==> config.mk <==
export PLATFORM = sky130hd
export DESIGN_NAME = bounded_hash_table_engine_core
export DESIGN_NICKNAME = d
export VERILOG_FILES = /design/src/sv/bhte_pkg.sv /design/src/sv/bounded_hash_table_engine_core.sv /design/src/sv/bhte_ctrl.sv /design/src/sv/bhte_datapath.sv
export SDC_FILE = /design/constraint.sdc
export NUM_CORES = 1
export LEC_CHECK = 0
export ABC_CLOCK_PERIOD_IN_PS = 5000
export BUFFER_PORTS_ARGS = -buffer_cell sky130_fd_sc_hd__buf_4
export CORE_MARGIN = 2
export CORE_UTILIZATION = 45
export DETAILED_ROUTE_END_ITERATION = 10
export GPL_TIMING_DRIVEN = 0
export PLACE_DENSITY = 0.68
export SLEW_MARGIN = 5
export SYNTH_ARGS = -nofsm -noshare
export SYNTH_HDL_FRONTEND = slang
export SYNTH_SLANG_ARGS = --single-unit
==> constraint.sdc <==
create_clock -name clock -period 5 [get_ports clock]
set_input_delay 0.75 -clock clock [delete_from_list [all_inputs] [get_ports clock]]
set_output_delay 0.75 -clock clock [all_outputs]
set_load 0.02 [all_outputs]
==> src/sv/bhte_pkg.sv <==
// ----------------------------------------------------------------------------
// Bounded hash table engine: shared package
// Table size, field widths, command and status codes, the controller to
// datapath command and status words, and the bucket hash helpers.
// ----------------------------------------------------------------------------
package bhte_pkg;

   // Table geometry
   localparam int TABLE_SIZE = 12;
   localparam int IDX_W      = (TABLE_SIZE > 1) ? $clog2(TABLE_SIZE) : 1;

   // Field widths
   localparam int CMD_W    = 2;
   localparam int KEY_W    = 16;
   localparam int STATUS_W = 2;
   localparam int BUCKET_W = 4;

   // Hash sum: key plus offset, one bit wider than the key
   localparam int HSUM_W = KEY_W + 1;

   // Weighted bit sum is below HSUM_W * TABLE_SIZE
   localparam int SUM_W = $clog2(HSUM_W * (TABLE_SIZE - 1) + 1);

   // Remainder register: holds a slot index and covers the bucket field
   localparam int REM_W = (IDX_W > BUCKET_W) ? IDX_W : BUCKET_W;

   // Reciprocal for the final reduction, exact for sums below 2**SUM_W
   localparam int RECIP_SHIFT = 20;
   localparam int PROD_W      = SUM_W + RECIP_SHIFT + 1;

   typedef logic [IDX_W-1:0]       idx_type;
   typedef logic [CMD_W-1:0]       cmd_type;
   typedef logic [KEY_W-1:0]       key_type;
   typedef logic [STATUS_W-1:0]    status_type;
   typedef logic [BUCKET_W-1:0]    bucket_type;
   typedef logic [HSUM_W-1:0]      hsum_type;
   typedef logic [SUM_W-1:0]       sum_type;
   typedef logic [REM_W-1:0]       rem_type;
   typedef logic [PROD_W-1:0]      prod_type;
   typedef logic [TABLE_SIZE-1:0]  valid_type;

   localparam hsum_type HASH_OFFSET = hsum_type'(1479);
   localparam prod_type RECIP =
      prod_type'(((1 << RECIP_SHIFT) + TABLE_SIZE - 1) / TABLE_SIZE);
   localparam sum_type  TABLE_SIZE_SUM = sum_type'(TABLE_SIZE);
   localparam idx_type  LAST_IDX       = idx_type'(TABLE_SIZE - 1);

   // Command codes
   localparam cmd_type CMD_FIND   = 2'd0;
   localparam cmd_type CMD_INSERT = 2'd1;
   localparam cmd_type CMD_DELETE = 2'd2;

   // Status codes
   localparam status_type STATUS_OK        = 2'd0;
   localparam status_type STATUS_NOT_FOUND = 2'd1;
   localparam status_type STATUS_FULL      = 2'd2;

   // Controller to datapath
   typedef struct packed {
      logic load;     // take a new word
      logic read;     // read the slot at the scan address and advance
      logic commit;   // update the table and issue the response
   } dp_cmd_type;

   // Datapath to controller
   typedef struct packed {
      logic scan_last;   // scan address is on the last slot
   } dp_status_type;

   // Weight of bit pos of the hash sum: 2**pos mod TABLE_SIZE
   function automatic sum_type bit_weight(input int pos);
      int w;
      w = 1 % TABLE_SIZE;
      for (int j = 0; j < pos; j++) begin
         w = (w * 2) % TABLE_SIZE;
      end
      return sum_type'(w);
   endfunction

endpackage

==> src/sv/bounded_hash_table_engine_core.sv <==
// ----------------------------------------------------------------------------
// Bounded hash table engine
// Find, insert and delete of 16-bit keys in a twelve slot table, with the
// bucket index (1479 + key) mod table size reported on every command.
// ----------------------------------------------------------------------------
//
//   channel   handshake          payload
//   request   start / busy       req_cmd, req_key
//   response  rsp_valid strobe   rsp_status, rsp_bucket
//
// A command is taken when start is high and busy is low. It passes through
// load of the word, a read of each slot from the key memory over its single
// read port, the last compare and commit; the response strobe follows
// commit, and a new command may be taken in that cycle. Synchronous reset
// empties the table at once. The response is shown for one cycle and cannot
// be stalled.
//
module bounded_hash_table_engine_core (
   input  logic                 clock,
   input  logic                 reset,
   input  logic                 start,
   output logic                 busy,
   input  bhte_pkg::cmd_type    req_cmd,
   input  bhte_pkg::key_type    req_key,
   output logic                 rsp_valid,
   output bhte_pkg::status_type rsp_status,
   output bhte_pkg::bucket_type rsp_bucket
);

   bhte_pkg::dp_cmd_type    dp_cmd;
   bhte_pkg::dp_status_type dp_status;

   // Sequence each word
   bhte_ctrl u_ctrl (
      .clock     (clock),
      .reset     (reset),
      .start     (start),
      .busy      (busy),
      .dp_cmd    (dp_cmd),
      .dp_status (dp_status)
   );

   // Hold the table and build responses
   bhte_datapath u_datapath (
      .clock      (clock),
      .reset      (reset),
      .dp_cmd     (dp_cmd),
      .dp_status  (dp_status),
      .req_cmd    (req_cmd),
      .req_key    (req_key),
      .rsp_valid  (rsp_valid),
      .rsp_status (rsp_status),
      .rsp_bucket (rsp_bucket)
   );

endmodule

==> src/sv/bhte_ctrl.sv <==
// ----------------------------------------------------------------------------
// Bounded hash table engine: controller
// Sequences one command: load, slot scan, drain of the last compare, commit.
// ----------------------------------------------------------------------------
module bhte_ctrl (
   input  logic                    clock,
   input  logic                    reset,
   input  logic                    start,
   output logic                    busy,
   output bhte_pkg::dp_cmd_type    dp_cmd,
   input  bhte_pkg::dp_status_type dp_status
);

   localparam logic [1:0] ST_IDLE   = 2'd0;
   localparam logic [1:0] ST_SCAN   = 2'd1;
   localparam logic [1:0] ST_DRAIN  = 2'd2;
   localparam logic [1:0] ST_COMMIT = 2'd3;

   logic [1:0] state_ff;
   logic [1:0] state_in;

   // Next state and datapath commands
   always_comb begin
      state_in      = state_ff;
      dp_cmd.load   = 1'b0;
      dp_cmd.read   = 1'b0;
      dp_cmd.commit = 1'b0;
      unique case (state_ff)
         ST_IDLE: begin
            if (start) begin
               dp_cmd.load = 1'b1;
               state_in    = ST_SCAN;
            end
         end
         ST_SCAN: begin
            dp_cmd.read = 1'b1;
            if (dp_status.scan_last) begin
               state_in = ST_DRAIN;
            end
         end
         ST_DRAIN: begin
            state_in = ST_COMMIT;
         end
         ST_COMMIT: begin
            dp_cmd.commit = 1'b1;
            state_in      = ST_IDLE;
         end
         default: begin
            state_in = ST_IDLE;
         end
      endcase
   end

   // Hold the state
   always_ff @(posedge clock) begin
      if (reset) begin
         state_ff <= ST_IDLE;
      end else begin
         state_ff <= state_in;
      end
   end

   assign busy = (state_ff != ST_IDLE);

endmodule

==> src/sv/bhte_datapath.sv <==
// ----------------------------------------------------------------------------
// Bounded hash table engine: datapath
// Slot key memory, slot valid bits, scan compare, bucket hash pipeline and
// the response register.
// ----------------------------------------------------------------------------
module bhte_datapath (
   input  logic                    clock,
   input  logic                    reset,
   input  bhte_pkg::dp_cmd_type    dp_cmd,
   output bhte_pkg::dp_status_type dp_status,
   input  bhte_pkg::cmd_type       req_cmd,
   input  bhte_pkg::key_type       req_key,
   output logic                    rsp_valid,
   output bhte_pkg::status_type    rsp_status,
   output bhte_pkg::bucket_type    rsp_bucket
);

   // Slot key memory
   bhte_pkg::key_type    slot_key_ff [bhte_pkg::TABLE_SIZE];
   bhte_pkg::valid_type  slot_valid_ff, slot_valid_in;

   // Command word
   bhte_pkg::cmd_type    cmd_ff, cmd_in;
   bhte_pkg::key_type    key_ff, key_in;

   // Scan
   bhte_pkg::idx_type    addr_ff, addr_in;
   bhte_pkg::idx_type    rd_addr_ff;
   bhte_pkg::key_type    rd_key_ff;
   logic                 rd_pend_ff;
   logic                 hit_ff, hit_in;
   bhte_pkg::idx_type    hit_idx_ff, hit_idx_in;
   logic                 match;

   // Free slot search
   bhte_pkg::idx_type    free_idx;
   logic                 free_any;

   // Bucket pipeline
   bhte_pkg::hsum_type   hsum_ff, hsum_in;
   bhte_pkg::sum_type    sum_lo_ff, sum_lo_in;
   bhte_pkg::sum_type    sum_hi_ff, sum_hi_in;
   bhte_pkg::sum_type    sum_ff, sum_in;
   bhte_pkg::sum_type    sum_q_ff;
   bhte_pkg::sum_type    quot_ff, quot_in;
   bhte_pkg::prod_type   prod;
   bhte_pkg::rem_type    rem_ff, rem_in;

   // Response
   logic                 rsp_valid_ff, rsp_valid_in;
   bhte_pkg::status_type rsp_status_ff, rsp_status_in;
   bhte_pkg::bucket_type rsp_bucket_ff, rsp_bucket_in;

   logic                 do_write;

   // Latch the command word
   assign cmd_in = dp_cmd.load ? req_cmd : cmd_ff;
   assign key_in = dp_cmd.load ? req_key : key_ff;

   // Advance the scan address
   always_comb begin
      addr_in = addr_ff;
      if (dp_cmd.load) begin
         addr_in = '0;
      end else if (dp_cmd.read) begin
         addr_in = addr_ff + bhte_pkg::idx_type'(1);
      end
   end

   assign dp_status.scan_last = (addr_ff == bhte_pkg::LAST_IDX);

   // Compare the slot read last cycle; keep the lowest hit
   assign match = rd_pend_ff && slot_valid_ff[rd_addr_ff] && (rd_key_ff == key_ff);

   always_comb begin
      hit_in     = hit_ff;
      hit_idx_in = hit_idx_ff;
      if (dp_cmd.load) begin
         hit_in = 1'b0;
      end else if (match && !hit_ff) begin
         hit_in     = 1'b1;
         hit_idx_in = rd_addr_ff;
      end
   end

   // Find the lowest free slot
   always_comb begin
      free_idx = '0;
      free_any = 1'b0;
      for (int i = bhte_pkg::TABLE_SIZE - 1; i >= 0; i--) begin
         if (!slot_valid_ff[i]) begin
            free_idx = bhte_pkg::idx_type'(i);
            free_any = 1'b1;
         end
      end
   end

   // Update valid bits and build the status on commit
   always_comb begin
      slot_valid_in = slot_valid_ff;
      do_write      = 1'b0;
      rsp_status_in = rsp_status_ff;
      rsp_bucket_in = rsp_bucket_ff;
      rsp_valid_in  = dp_cmd.commit;
      if (dp_cmd.commit) begin
         rsp_bucket_in = rem_ff[bhte_pkg::BUCKET_W-1:0];
         case (cmd_ff)
            bhte_pkg::CMD_INSERT: begin
               if (free_any) begin
                  do_write                = 1'b1;
                  slot_valid_in[free_idx] = 1'b1;
                  rsp_status_in           = bhte_pkg::STATUS_OK;
               end else begin
                  rsp_status_in = bhte_pkg::STATUS_FULL;
               end
            end
            bhte_pkg::CMD_DELETE: begin
               if (hit_ff) begin
                  slot_valid_in[hit_idx_ff] = 1'b0;
                  rsp_status_in             = bhte_pkg::STATUS_OK;
               end else begin
                  rsp_status_in = bhte_pkg::STATUS_NOT_FOUND;
               end
            end
            default: begin
               rsp_status_in = hit_ff ? bhte_pkg::STATUS_OK : bhte_pkg::STATUS_NOT_FOUND;
            end
         endcase
      end
   end

   // Bucket: add offset, fold bits by their weights mod table size, reduce
   assign hsum_in = bhte_pkg::hsum_type'(key_ff) + bhte_pkg::HASH_OFFSET;

   always_comb begin
      sum_lo_in = '0;
      sum_hi_in = '0;
      for (int i = 0; i < bhte_pkg::HSUM_W / 2; i++) begin
         if (hsum_ff[i]) begin
            sum_lo_in = sum_lo_in + bhte_pkg::bit_weight(i);
         end
      end
      for (int i = bhte_pkg::HSUM_W / 2; i < bhte_pkg::HSUM_W; i++) begin
         if (hsum_ff[i]) begin
            sum_hi_in = sum_hi_in + bhte_pkg::bit_weight(i);
         end
      end
   end

   assign sum_in  = sum_lo_ff + sum_hi_ff;
   assign prod    = bhte_pkg::prod_type'(sum_ff) * bhte_pkg::RECIP;
   assign quot_in = prod[bhte_pkg::RECIP_SHIFT +: bhte_pkg::SUM_W];
   assign rem_in  = bhte_pkg::rem_type'(sum_q_ff - quot_ff * bhte_pkg::TABLE_SIZE_SUM);

   // Control registers
   always_ff @(posedge clock) begin
      if (reset) begin
         slot_valid_ff <= '0;
         rd_pend_ff    <= 1'b0;
         rsp_valid_ff  <= 1'b0;
      end else begin
         slot_valid_ff <= slot_valid_in;
         rd_pend_ff    <= dp_cmd.read;
         rsp_valid_ff  <= rsp_valid_in;
      end
   end

   // Payload registers
   always_ff @(posedge clock) begin
      cmd_ff        <= cmd_in;
      key_ff        <= key_in;
      addr_ff       <= addr_in;
      hit_ff        <= hit_in;
      hit_idx_ff    <= hit_idx_in;
      hsum_ff       <= hsum_in;
      sum_lo_ff     <= sum_lo_in;
      sum_hi_ff     <= sum_hi_in;
      sum_ff        <= sum_in;
      sum_q_ff      <= sum_ff;
      quot_ff       <= quot_in;
      rem_ff        <= rem_in;
      rsp_status_ff <= rsp_status_in;
      rsp_bucket_ff <= rsp_bucket_in;
   end

   // Read the slot memory
   always_ff @(posedge clock) begin
      if (dp_cmd.read) begin
         rd_key_ff  <= slot_key_ff[addr_ff];
         rd_addr_ff <= addr_ff;
      end
   end

   // Write the slot memory
   always_ff @(posedge clock) begin
      if (do_write) begin
         slot_key_ff[free_idx] <= key_ff;
      end
   end

   assign rsp_valid  = rsp_valid_ff;
   assign rsp_status = rsp_status_ff;
   assign rsp_bucket = rsp_bucket_ff;

endmodule
Word-level counts from Yosys, hierarchy flattened

Memory sizes are Yosys's and may differ from the RTL's. A register that Yosys moved wholly into a read port is not among the register bits.
Index checks and enable logic that the tools add are counted.

Register bits: 107
Bits in writable memories: 192
Input port bits: 21
Output and inout port bits: 8
Logic and storage cells: 138
Memories: 1

Memories:

| name                   | words | width | read ports | clocked after memory_dff | write ports | line                | RTL |
|---|---|---|---|---|---|---|---|
| u_datapath.slot_key_ff | 12    | 16    | 1          | 1                        | 1           | bhte_datapath.sv:19 | `bhte_pkg::key_type slot_key_ff [bhte_pkg::TABLE_SIZE];` |

Add/subtract/negate cells: 19
Multiply operators: 2
Order comparisons: 5
Equality and inequality tests: 11
Mux-type cells: 65
Bitwise logic cells: 4
Reduce and logical (&&, ||, !) cells: 12

Operators by type and width:

| kind                                                                                 | count |
|---|---|
| 8-bit 2-to-1 mux                                                                     | 15 |
| 8-bit by 3-bit adder with 8-bit output (second input constant)                       | 7 |
| 8-bit by 4-bit adder with 8-bit output (second input constant)                       | 6 |
| 4-bit 2-to-1 mux                                                                     | 12 |
| 1-bit 2-to-1 mux                                                                     | 26 |
| 8-bit by 16-bit multiplier with 24-bit output (second input constant)                | 1 |
| 12-bit 2-to-1 mux                                                                    | 2 |
| 12-bit one-hot mux with 2 select lines                                               | 1 |
| 16-bit by 11-bit adder with 17-bit output (second input constant)                    | 1 |
| 16-bit == test                                                                       | 1 |
| 4-bit by 5-bit less-than comparator with 1-bit output (second input constant)        | 3 |
| 12-bit AND                                                                           | 1 |
| 12-bit inverter                                                                      | 1 |
| 12-bit bitwise OR                                                                    | 1 |
| 8-bit adder                                                                          | 1 |
| 1-bit demux with 4-bit select                                                        | 2 |
| 4-bit by 1-bit greater-or-equal comparator with 1-bit output (second input constant) | 2 |
| 2-bit 2-to-1 mux                                                                     | 4 |
| 2-bit one-hot mux with 4 select lines                                                | 1 |
| 2-bit == test (second input constant)                                                | 3 |
| 3-bit by 4-bit adder with 5-bit output (second input constant)                       | 1 |
| 1-bit logical AND                                                                    | 5 |
| 5-bit by 2-bit multiplier with 2-bit output (second input constant)                  | 1 |
| 4-bit by 1-bit adder with 4-bit output (second input constant)                       | 1 |
| other kinds (14)                                                                     | 19 |

Longest topological paths before layout

Gate-level depths: netlist (run 1).

Word-level depth: 19
Mapped depth: 19

Modules after synthesis

From an unflattened synthesis (run 1), not the netlist that was laid out.

Cells, all modules: 924
Area total of the unflattened synthesis: 13,693.1 sq um

By module, submodules not included:

| module        | times used | cells an instance | area an instance (sq um) |
|---|---|---|---|
| bhte_datapath | 1          | 904               | 13,499.2 |
| bhte_ctrl     | 1          | 20                | 193.9 |

Worst setup path after synthesis (run 1)

OpenSTA, ideal clock, no wires.

Kind: register to register
Start point: register u_datapath.hsum_ff[8]
End point: register u_datapath.sum_hi_ff[5]
Arrival time: 3.655 ns
Required time: 4.867 ns
Setup slack: 1.212 ns
Stages on the path, launching flop included: 20
Buffers on the path: 0
Path through: dfxtp_1 > ha_1 > mux2i_2 > xnor2_1 > ha_1 > and2_1 > o21a_1 > nor2_1 > ha_1 > nand2_1 > a311oi_1 > o2bb2ai_1 > nor2_1 > ha_1 > nand2_1 > o31ai_1 > nor3b_1 > xor2_1 > a21oi_1 > xor2_1

Cells in the longest elaborated chain, start to end: 17

Ends and longest elaborated chain:

| item                                   | line                 | RTL |
|---|---|---|
| start: declaration                     | bhte_datapath.sv:40  | `bhte_pkg::hsum_type hsum_ff, hsum_in;` |
| start signal: assignment               | bhte_datapath.sv:175 | `hsum_ff <= hsum_in;` |
| 3-bit 2-to-1 mux (*)                   | bhte_datapath.sv:144 | `if (hsum_ff[i]) begin` |
| 3-bit by 4-bit adder with 5-bit output | bhte_datapath.sv:145 | `sum_hi_in = sum_hi_in + bhte_pkg::bit_weight(i);` |
| 8-bit 2-to-1 mux (*)                   | bhte_datapath.sv:144 |  |
| 8-bit by 3-bit adder with 8-bit output | bhte_datapath.sv:145 |  |
| 8-bit 2-to-1 mux (*)                   | bhte_datapath.sv:144 |  |
| 8-bit by 4-bit adder with 8-bit output | bhte_datapath.sv:145 |  |
| 8-bit 2-to-1 mux (*)                   | bhte_datapath.sv:144 |  |
| 8-bit by 3-bit adder with 8-bit output | bhte_datapath.sv:145 |  |
| [2 not listed]                         | -                    |  |
| 8-bit 2-to-1 mux (*)                   | bhte_datapath.sv:144 |  |
| 8-bit by 3-bit adder with 8-bit output | bhte_datapath.sv:145 |  |
| 8-bit 2-to-1 mux (*)                   | bhte_datapath.sv:144 |  |
| 8-bit by 4-bit adder with 8-bit output | bhte_datapath.sv:145 |  |
| 8-bit 2-to-1 mux (*)                   | bhte_datapath.sv:144 |  |
| 8-bit by 3-bit adder with 8-bit output | bhte_datapath.sv:145 |  |
| 8-bit 2-to-1 mux (*)                   | bhte_datapath.sv:144 |  |
| via u_datapath.sum_hi_in[5]            | bhte_datapath.sv:42  | `bhte_pkg::sum_type sum_hi_ff, sum_hi_in;` |
| end signal: assignment                 | bhte_datapath.sv:177 | `sum_hi_ff <= sum_hi_in;` |
| end: declaration                       | bhte_datapath.sv:42  |  |

Mark *: on every way through the listed nets, which the timed path passes. The rest lies on a longest branch.
A chain may end at the register's enable or synchronous reset.

Worst setup path in the final report (run 1)

Same ends and word-level chain as after synthesis.

==> flow_metrics.tcl, run 1 <==
set metrics [dict create \
    synth_top_family_by_area "multiplexers" \
    rsz0062_at_grt "no" \
    ios 29 \
    cts_root_buf "clkbuf_16" \
    drtIter0Drc 473 \
    maxSlewViolCount 0 \
    avgRoutedWirePerCell_um 18.3 \
    finalSetupViolCount 0 \
    syn_area_mm2 0.0136 \
    synthArstFlopShare 0 \
    post_cts_buffers 0 \
    place_ws_ns 0.831 \
    hold_depth 0 \
    core-area_mm2 0.0297 \
    hold_ws_ns 0.327 \
    cts_hold_buf 0 \
    grt_pass1_wl_um 41500 \
    outcome "finished clean" \
    num_rows 63 \
    fin_setup_tns_ns 0 \
    area_growth_pct 14.1 \
    wl_um 25700 \
    crit_top_cell "ha_1" \
    mostFrequentLayoutCell "edfxtp_1" \
    synth_cell_types 59 \
    hold_path_class "register to register" \
    critPathKind "register to register" \
    drtPass1Iterations 5 \
    setup_ws_ns 0.811 \
    rr_startpoint "u_datapath.hsum_ff[8]" \
    finalCriticalPeriod_ns 4.19 \
    synth-xor-area-share 0.0405 \
    synth_mux_area_frac 0.101 \
    synthAdderAreaFrac 0.0851 \
    synth_nets 1020 \
    clk_pin_slew_ns 0.06 \
    start_util 0.459 \
    final_cell_mix "240 x edfxtp_1, 73 x inv_1, 70 x dfxtp_1, 66 x nand2_1, 64 x ha_1" \
    cpMaxStageDelayCell "ha_1" \
    fin_nets 1094 \
    synth_seq_cells 310 \
    synth_compound_area_frac 0.0492 \
    grt_pass1_vias 7711 \
    fmax_mhz 239 \
    gp_routability_congestion 0.841 \
    ant_nets 0 \
    cap_violations 0 \
    cpPeakStageDelay_ns 0.35 \
    clock_path_buffers 3 \
    htree_levels 1 \
    synth-simple-area-share 0.0658 \
    critical_path_arrival_ns 4.63 \
    tritoncts "yes" \
    drive_above_1_share 0.159 \
    final_area_mm2 0.0156 \
    die_y_um 178 \
    slew_headroom 0.214 \
    rrSetupSlack_ns 0.81 \
    powerDensity_mw_per_mm2 627 \
    dieArea_mm2 0.0317 \
    die_w_um 178 \
    critical_path_peak_fanout 5 \
    syn_inst 917 \
    drcViolationCount 0 \
    grt.total_usage 0.169 \
    routed_via_density 5.33 \
    worst_setup_path_end_kind "register" \
    fin_cells 1404 \
    ir_drop_mv 0.380 \
    cts_resized 0 \
    worstPathCellList "ha_1 -> mux2i_2 -> xnor2_1 -> ha_1 -> and2_1 -> o21a_1 -> nor2_1 -> ha_1 -> nand2_1 -> a311oi_1 -> o2bb2ai_1 -> nor2_1 -> ha_1 -> nand2_1 -> o31ai_1 -> nor3b_1 -> xor2_1 -> a21oi_1 -> xor2_1" \
    cts.sinks 310 \
    hpwlAfterDp_um 18000 \
    rr_worst_depth 19 \
    synth_warnings 0 \
    synth_edf_count 240 \
    cts_buffers 31 \
    hold_violations 0 \
    synth.yosys.seq_area_share 0.631 \
    worstReg2RegEnd "u_datapath.sum_hi_ff[5]" \
    min_from "u_datapath.sum_lo_ff[0]" \
    leakagePower_uw 0.00552 \
    worst_slew_pin_slew_ns 1.18 \
    grt_max_degree 24 \
    avgSynthCellArea_um2 14.9 \
    vias 7481 \
    antenna_found_initial 0 \
    clk_latency_ns 0.57 \
    place_area_mm2 0.0146 \
    hold_end "u_datapath.sum_ff[0]" \
    overflow 0 \
    cp-start-kind "register" \
    synth_top_flop_cell "edfxtp_1" \
    worstPathRequired_ns 5.44 \
    fin_crit_sh 0.838 \
    skew_ns 0.00740 \
    io_buffers 28 \
    n_antenna_cell 0 \
    placed_cells 1348 \
]
==> flip-flops by register name (all words and copies together) (netlist names) <==
name and cells:
u_datapath.slot_key_ff 192, u_datapath.hsum_ff 17, u_datapath.key_ff 16, u_datapath.rd_key_ff 16, u_datapath.slot_valid_ff 12, u_datapath.sum_ff 8
u_datapath.sum_lo_ff 8, u_datapath.sum_hi_ff 6, u_datapath.addr_ff 4, u_datapath.hit_idx_ff 4, u_datapath.rd_addr_ff 4, u_datapath.rem_ff 4
u_datapath.rsp_bucket 4, u_datapath.sum_q_ff 4, u_ctrl.state_ff 2, u_datapath.cmd_ff 2, u_datapath.quot_ff 2, u_datapath.rsp_status 2
u_datapath.hit_ff 1, u_datapath.rd_pend_ff 1, u_datapath.rsp_valid 1
==> Yosys cell counts, drive strengths merged, types with 20 or more instances <==
cell    instances  area (um2)
edfxtp        240        7210
inv            73         274
dfxtp          70        1400
nand2          66         248
ha             64         801
mux4           51        1150
nor2           36         135
o21ai          35         175
xor2           33         289
xnor2          30         263
a21oi          26         134
clkbuf         22        82.6
mux2i          20         204
==> where the power goes <==
part / internal [uW] / switching [uW]
sequential: 3240 / 310
clock: 1280 / 961
combinational: 1790 / 2180
total: 6310 / 3450
==> metal layers <==
metal / global-route usage / vias up / share of wire
met1: 0.221 / 3725 / 0.43
met5: 0 / - / 0
met4: 0.0403 / 0 / 0.021
met2: 0.298 / 172 / 0.50
met3: 0.0230 / 38 / 0.045
li1: - / 3546 / -
==> worst max path at each step <==
stage	end	from	cells after the start	slack [ns]
after floorplan	u_datapath.sum_hi_ff[5]	u_datapath.hsum_ff[8]	19	1.21
after global placement	u_datapath.sum_hi_ff[5]	u_datapath.hsum_ff[8]	19	0.87
after detailed placement	u_datapath.sum_hi_ff[5]	u_datapath.hsum_ff[8]	19	0.83
after CTS	u_datapath.sum_hi_ff[5]	u_datapath.hsum_ff[8]	19	0.81
after global routing	u_datapath.sum_hi_ff[5]	u_datapath.hsum_ff[8]	19	0.32
final	u_datapath.sum_hi_ff[5]	u_datapath.hsum_ff[8]	19	0.81
==> through the flow <==
stage	utilization	power, uW
final	0.524	9760
after global routing	0.524	10700
after CTS	0.524	9900
after detailed placement	0.490	7630
after global placement	0.482	7520
after floorplan	-	6670
==> logic make-up (layout without fill, tap and decap cells) <==
family,count (synthesis),count (layout)
xor+xnor,63,63
fa+ha+maj,82,82
simple gates,183,183
buf+inv,99,196
mux,73,73
flops,310,310
compound gates,107,107
==> worst max-delay path: cells and delay by family (launching register included) <==
kind / cells / cell delay [ns]
AO/OA/AOI/OAI: 5 / 0.94
flip-flops: 1 / 0.34
AND/OR/NAND/NOR: 6 / 0.93
multiplexers: 1 / 0.29
XOR/XNOR: 3 / 0.49
adder cells (fa/ha/maj): 4 / 1.06
==> area by class of cell <==
type / instances / area [um2]
fill: 2411 / 14200
timing repair buffer: 41 / 399
clock buffer: 41 / 875
clock inverter: 15 / 126
buffer: 26 / 97.6
inverter: 73 / 274
multi-input combinational: 508 / 4690
tap: 390 / 488
sequential: 310 / 8610
(Power assumes the default switching activity.)
==> run 2: changes to the inputs <==
- ABC_CLOCK_PERIOD_IN_PS: 5000 -> 4000
- clock period: 5 -> 4 ns (I/O delays scaled with it)
==> run 2 against run 1 <==
  * Count of clock-buffer cells in the layout is the same
  * Wire length up 0.69%
  * Final cell count grew 0.28%
  * Highest routed layer unchanged
  * Largest power group unchanged
==> flow_metrics.tcl, run 2 (same netlist as run 1, synthesis figures left out) <==
set metrics [dict create \
    fin_crit_sh 0.941 \
    seqCellArea_mm2 0.00861 \
    worstPathRequired_ns 4.44 \
    largest_reg_flops 192 \
    ir_drop_mv 0.476 \
    multi_input_area_mm2 0.00480 \
    rr_startpoint "u_datapath.hsum_ff[8]" \
    num_rows 63 \
    hold_violations 0 \
    worst_slew_pin_slew_ns 1.18 \
    cap_violations 0 \
    drcViolationCount 0 \
    skew_ns 0.0103 \
    n_antenna_cell 0 \
    clk_latency_ns 0.57 \
    ant_nets 0 \
    cp-start-kind "register" \
    drtPass1Iterations 4 \
    grt_max_degree 24 \
    cts_root_buf "clkbuf_16" \
    htree_levels 1 \
    start_util 0.459 \
    clk_pin_slew_ns 0.06 \
    drive_above_1_share 0.178 \
    rr_worst_depth 19 \
    critical_path_arrival_ns 4.21 \
    mostFrequentLayoutCell "edfxtp_1" \
    fin_util 0.529 \
    nFillCells 2392 \
    cts_buffers 31 \
    finalCriticalPeriod_ns 3.77 \
    leakagePower_uw 0.00557 \
    hpwlAfterDp_um 18000 \
    die_w_um 178 \
    worst_setup_path_end_kind "register" \
    fin_cells 1408 \
    area_growth_pct 15.2 \
    use_met2 0.298 \
    dieArea_mm2 0.0317 \
    powerDensity_mw_per_mm2 796 \
    grt_pass1_vias 7723 \
    hold_path_class "input port to register" \
    reg_top3 "u_datapath.slot_key_ff (192), u_datapath.hsum_ff (17)" \
    critical_path_peak_fanout 5 \
    grt_use_met1 0.222 \
    ios 29 \
    fin_nets 1098 \
    fmax_mhz 266 \
    drtIter0Drc 514 \
    antenna_found_initial 0 \
    critPathKind "register to register" \
    outcome "finished clean" \
    slew_headroom 0.212 \
    io_buffers 28 \
    grtUsageMet3 0.0230 \
    overflow 0 \
    finalSetupViolCount 0 \
    clock_path_buffers 3 \
    startpoint "u_datapath.hsum_ff[8]" \
    rrSetupSlack_ns 0.23 \
    gp_routability_congestion 0.841 \
    place_ws_ns -0.169 \
    cts.sinks 310 \
    wl_um 25900 \
    core-area_mm2 0.0297 \
    die_y_um 178 \
    power_uw 12500 \
    routed_via_density 5.32 \
    tritoncts "yes" \
    avgRoutedWirePerCell_um 18.4 \
    grt_pass1_wl_um 41500 \
    worstReg2RegEnd "u_datapath.sum_hi_ff[5]" \
    grt_busiest_layer "met2" \
    regMostFlops "u_datapath.slot_key_ff" \
    placed_cells 1348 \
    setup_ws_ns 0.235 \
    final_cell_mix "240 x edfxtp_1, 73 x inv_1, 67 x dfxtp_1, 65 x nand2_1, 62 x ha_1" \
    endpoint "u_datapath.sum_hi_ff[5]" \
    vias 7490 \
    hold_ws_ns 0.201 \
    grt.total_usage 0.169 \
    maxSlewViolCount 0 \
]
[run 2: cell type report]
cell class              count  area share
clock buffers              41      0.0557
multi-input cells         508       0.306
inverters                  73      0.0174
well taps                 390      0.0311
flip-flops and latches    310       0.548
repair buffers             45      0.0273
clock inverters            15     0.00805
plain buffers              26     0.00621
[run 2: worst min-delay path by stage]
stage                      endpoint  slack, ns                    start  cells after the start
6_report       u_datapath.cmd_ff[0]       0.20               req_cmd[0]                      1
5_1_grt        u_datapath.key_ff[7]       0.18               req_key[7]                      1
4_1_cts        u_datapath.key_ff[5]       0.18               req_key[5]                      1
3_5_place_dp   u_datapath.rem_ff[1]       0.31   u_datapath.sum_q_ff[1]                      0
3_3_place_gp   u_datapath.sum_ff[0]       0.31  u_datapath.sum_lo_ff[0]                      0
2_1_floorplan  u_datapath.rem_ff[0]       0.31   u_datapath.sum_q_ff[0]                      0
[run 2: critical path, cell delays in order, from the launching register on]
cell and delay, ns:
dfxtp_4 0.36, ha_4 0.25, mux2i_4 0.22, inv_1 0.10, ha_1 0.32, nand2_1 0.13
a21o_1 0.23, and2_1 0.17, ha_1 0.28, nand2_1 0.15, nand2_1 0.11, a21oi_4 0.18
nor2_4 0.07, ha_4 0.28, nand2_1 0.06, o31ai_2 0.09, nor3b_2 0.24, xor2_1 0.19
a21oi_2 0.08, xor2_1 0.14
[run 2: stage by stage]
| step | cell area [um2] | setup TNS [ns] |
|---|---|---|
| 3_5_place_dp | 14600 | -0.442 |
| 2_1_floorplan | 13600 | 0 |
| 3_3_place_gp | 14300 | -0.293 |
| 5_1_grt | 15700 | -0.0154 |
| 6_report | 15700 | 0 |
| 4_1_cts | 15600 | 0 |
[run 2: routing by layer]
layer  wire length, um  part of all wire  vias up
li1                  -                 -     3560
met1             11200              0.43     3743
met2             13100              0.51      149
met3              1030             0.040       38
met4               544             0.021        0
met5                 0                 0        -
[run 2: what timing repair did]
action                     in CTS  in global routing
setup buffers                   0                  4
hold buffers                    0                  0
resized for setup               5                 16
cloned                          0                  0
pin swaps                       0                  5
setup endpoints to repair       3                  3
[run 2: where the power goes]
group | internal [uW] | switching [uW] | leakage (uW)
registers | 4050 | 395 | 0.00276
logic | 2400 | 2860 | 0.00232
clock network | 1600 | 1200 | 0.000485
==> run 3: changes to the inputs <==
- SETUP_SLACK_MARGIN: not set -> 0.5
==> run 3 against run 2 <==
  * Register-to-register slack gained 0.12 ns
  * Combinational power grew 21%
  * Hold slack gained 0.057 ns
  * Total power grew 11%
  * Critical path depth shrank 2
  * Final cell count grew 1.3%
  * Clock skew grew 0.0096 ns
  * First-iteration DRC count grew 4.5%
  * Sequential power is essentially flat
  * Largest cell class unchanged
  * Highest routed layer unchanged
==> flow_metrics.tcl, run 3 (same netlist as run 1, synthesis figures left out) <==
set metrics [dict create \
    gp_routability_congestion 0.825 \
    drtPass1Iterations 5 \
    skew_ns 0.0199 \
    leakagePower_uw 0.00571 \
    grt_use_met1 0.222 \
    slew_headroom 0.221 \
    cpPeakStageDelay_ns 0.54 \
    ios 29 \
    reg_top3 "u_datapath.slot_key_ff (192), u_datapath.hsum_ff (17)" \
    place_ws_ns 0.227 \
    finalCriticalPeriod_ns 3.65 \
    fin_util 0.542 \
    cp-start-kind "register" \
    antenna_found_initial 0 \
    setup_ws_ns 0.354 \
    clk_pin_slew_ns 0.06 \
    mostFrequentLayoutCell "edfxtp_1" \
    grt_busiest_layer "met2" \
    grt_pass1_wl_um 41600 \
    final_area_mm2 0.0161 \
    worst_slew_pin_slew_ns 1.17 \
    rr_worst_depth 17 \
    avgRoutedWirePerCell_um 18.2 \
    rrSetupSlack_ns 0.35 \
    place_area_mm2 0.0146 \
    fmax_mhz 274 \
    grt_max_degree 24 \
    worstPathRequired_ns 4.39 \
    rsz0062_at_grt "yes" \
    largest_reg_flops 192 \
    worst_setup_path_end_kind "register" \
    crit_family "adder cells" \
    n_antenna_cell 0 \
    cap_violations 0 \
    nFillCells 2330 \
    hpwlAfterDp_um 17900 \
    maxSlewViolCount 0 \
    final_cell_mix "240 x edfxtp_1, 68 x inv_1, 62 x dfxtp_1, 61 x nand2_1, 56 x ha_1" \
    worstReg2RegEnd "u_datapath.sum_hi_ff[7]" \
    fin_crit_sh 0.912 \
    fin_nets 1114 \
    critical_path_arrival_ns 4.03 \
    ir_drop_mv 0.542 \
    outcome "finished clean" \
    powerDensity_mw_per_mm2 860 \
    drtIter0Drc 537 \
    cts_root_buf "clkbuf_16" \
    grt.total_usage 0.172 \
    grtUsageMet3 0.0266 \
    endpoint "u_datapath.sum_hi_ff[7]" \
    startpoint "u_datapath.hsum_ff[9]" \
    overflow 0 \
    hold_path_class "input port to register" \
    cpMaxStageDelayCell "or4b_4" \
    cts.sinks 310 \
    wl_um 25900 \
    clock_path_buffers 3 \
    tritoncts "yes" \
    worstSetupPathDepth 17 \
    multi_input_area_mm2 0.00497 \
    area_growth_pct 18.1 \
    vias 7635 \
    critical_path_peak_fanout 5 \
    drive_above_1_share 0.222 \
    placed_cells 1348 \
    num_rows 63 \
    io_buffers 28 \
    clk_latency_ns 0.51 \
    die_y_um 178 \
    start_util 0.459 \
    fin_cells 1426 \
    regMostFlops "u_datapath.slot_key_ff" \
    htree_levels 2 \
    core-area_mm2 0.0297 \
    crit_top_cell "nand2_2" \
    rr_startpoint "u_datapath.hsum_ff[9]" \
    drcViolationCount 0 \
    hold_violations 0 \
    grt_pass1_vias 7683 \
    critPathKind "register to register" \
    use_met2 0.300 \
    path_buf_inv 2 \
    dieArea_mm2 0.0317 \
    worstPathCellList "ha_4 -> mux2i_4 -> inv_1 -> ha_1 -> nand2_2 -> a21o_1 -> and2_1 -> ha_1 -> nand2_2 -> nand2_2 -> a21oi_4 -> nor2_4 -> ha_4 -> inv_2 -> or4b_4 -> a31oi_4 -> xnor2_1" \
    seqCellArea_mm2 0.00863 \
    ant_nets 0 \
    routed_via_density 5.35 \
    cts_buffers 35 \
    die_w_um 178 \
    finalSetupViolCount 0 \
]
==> run 3: cell count changes in the layout (fill, tap and decap cells not counted), moves of 3 or more <==
cell,delta
buf_4,+11
clkbuf_16,+4
clkinvlp_4,-3
dfxtp_1,-5
dfxtp_4,+3
ha_1,-6
ha_4,+4
inv_1,-5
inv_2,+5
nand2_1,-4
nand2_2,+3
==> run 3: worst min path at each step <==
stage                            start  depth (start not counted)               endpoint  slack, ns
2_1_floorplan   u_datapath.sum_q_ff[0]                          0   u_datapath.rem_ff[0]       0.31
3_3_place_gp   u_datapath.sum_lo_ff[1]                          0   u_datapath.sum_ff[1]       0.31
3_5_place_dp   u_datapath.sum_lo_ff[1]                          0   u_datapath.sum_ff[1]       0.31
4_1_cts                     req_key[9]                          1   u_datapath.key_ff[9]       0.24
5_1_grt                    req_key[11]                          1  u_datapath.key_ff[11]       0.24
6_report                    req_key[4]                          1   u_datapath.key_ff[4]       0.26
==> run 3: final cells by class <==
| type | instances | share of cell area |
|---|---|---|
| Clock inverter | 16 | 0.00947 |
| Sequential cell | 310 | 0.536 |
| Clock buffer | 46 | 0.0603 |
| Multi-Input combinational cell | 508 | 0.308 |
| Buffer | 26 | 0.00606 |
| Timing Repair Buffer | 57 | 0.0329 |
| Inverter | 73 | 0.0170 |
| Tap cell | 390 | 0.0303 |
==> run 3: worst register-to-register path, cell delays in order, from the launching register on <==
cell and delay, ns:
dfxtp_4 0.35, ha_4 0.25, mux2i_4 0.18, inv_1 0.08, ha_1 0.32, nand2_2 0.11
a21o_1 0.22, and2_1 0.16, ha_1 0.29, nand2_2 0.11, nand2_2 0.08, a21oi_4 0.18
nor2_4 0.07, ha_4 0.28, inv_2 0.04, or4b_4 0.54, a31oi_4 0.19, xnor2_1 0.09
==> run 3: power breakdown <==
group	leakage, uW	switching (uW)	internal [uW]	total [uW]
combinational	0.00239	3330	3000	6340
clock	0.000556	1230	1850	3080
sequential	0.00276	388	4060	4450
==> run 3: timing repair <==
action | 4_1_cts | 5_1_grt
endpoints found under the setup margin | 5 | 9
pin swaps | 18 | 35
hold buffers | 0 | 0
gates resized for setup | 18 | 34
hold endpoints to repair | 0 | 0
setup buffers | 7 | 9
==> run 3: stage by stage <==
step | hold WS [ns] | total power (uW) | TNS, ns
5_1_grt | 0.240 | 15000 | 0
3_5_place_dp | 0.312 | 9640 | 0
6_report | 0.259 | 13900 | 0
2_1_floorplan | 0.310 | 8430 | 0
4_1_cts | 0.239 | 13200 | 0
3_3_place_gp | 0.311 | 9490 | -0.484
==> run 3: routing by layer <==
layer / part of all wire / up-vias
met2: 0.51 / 185
li1: - / 3605
met1: 0.42 / 3804
met5: 0 / -
met4: 0.023 / 0
met3: 0.044 / 41
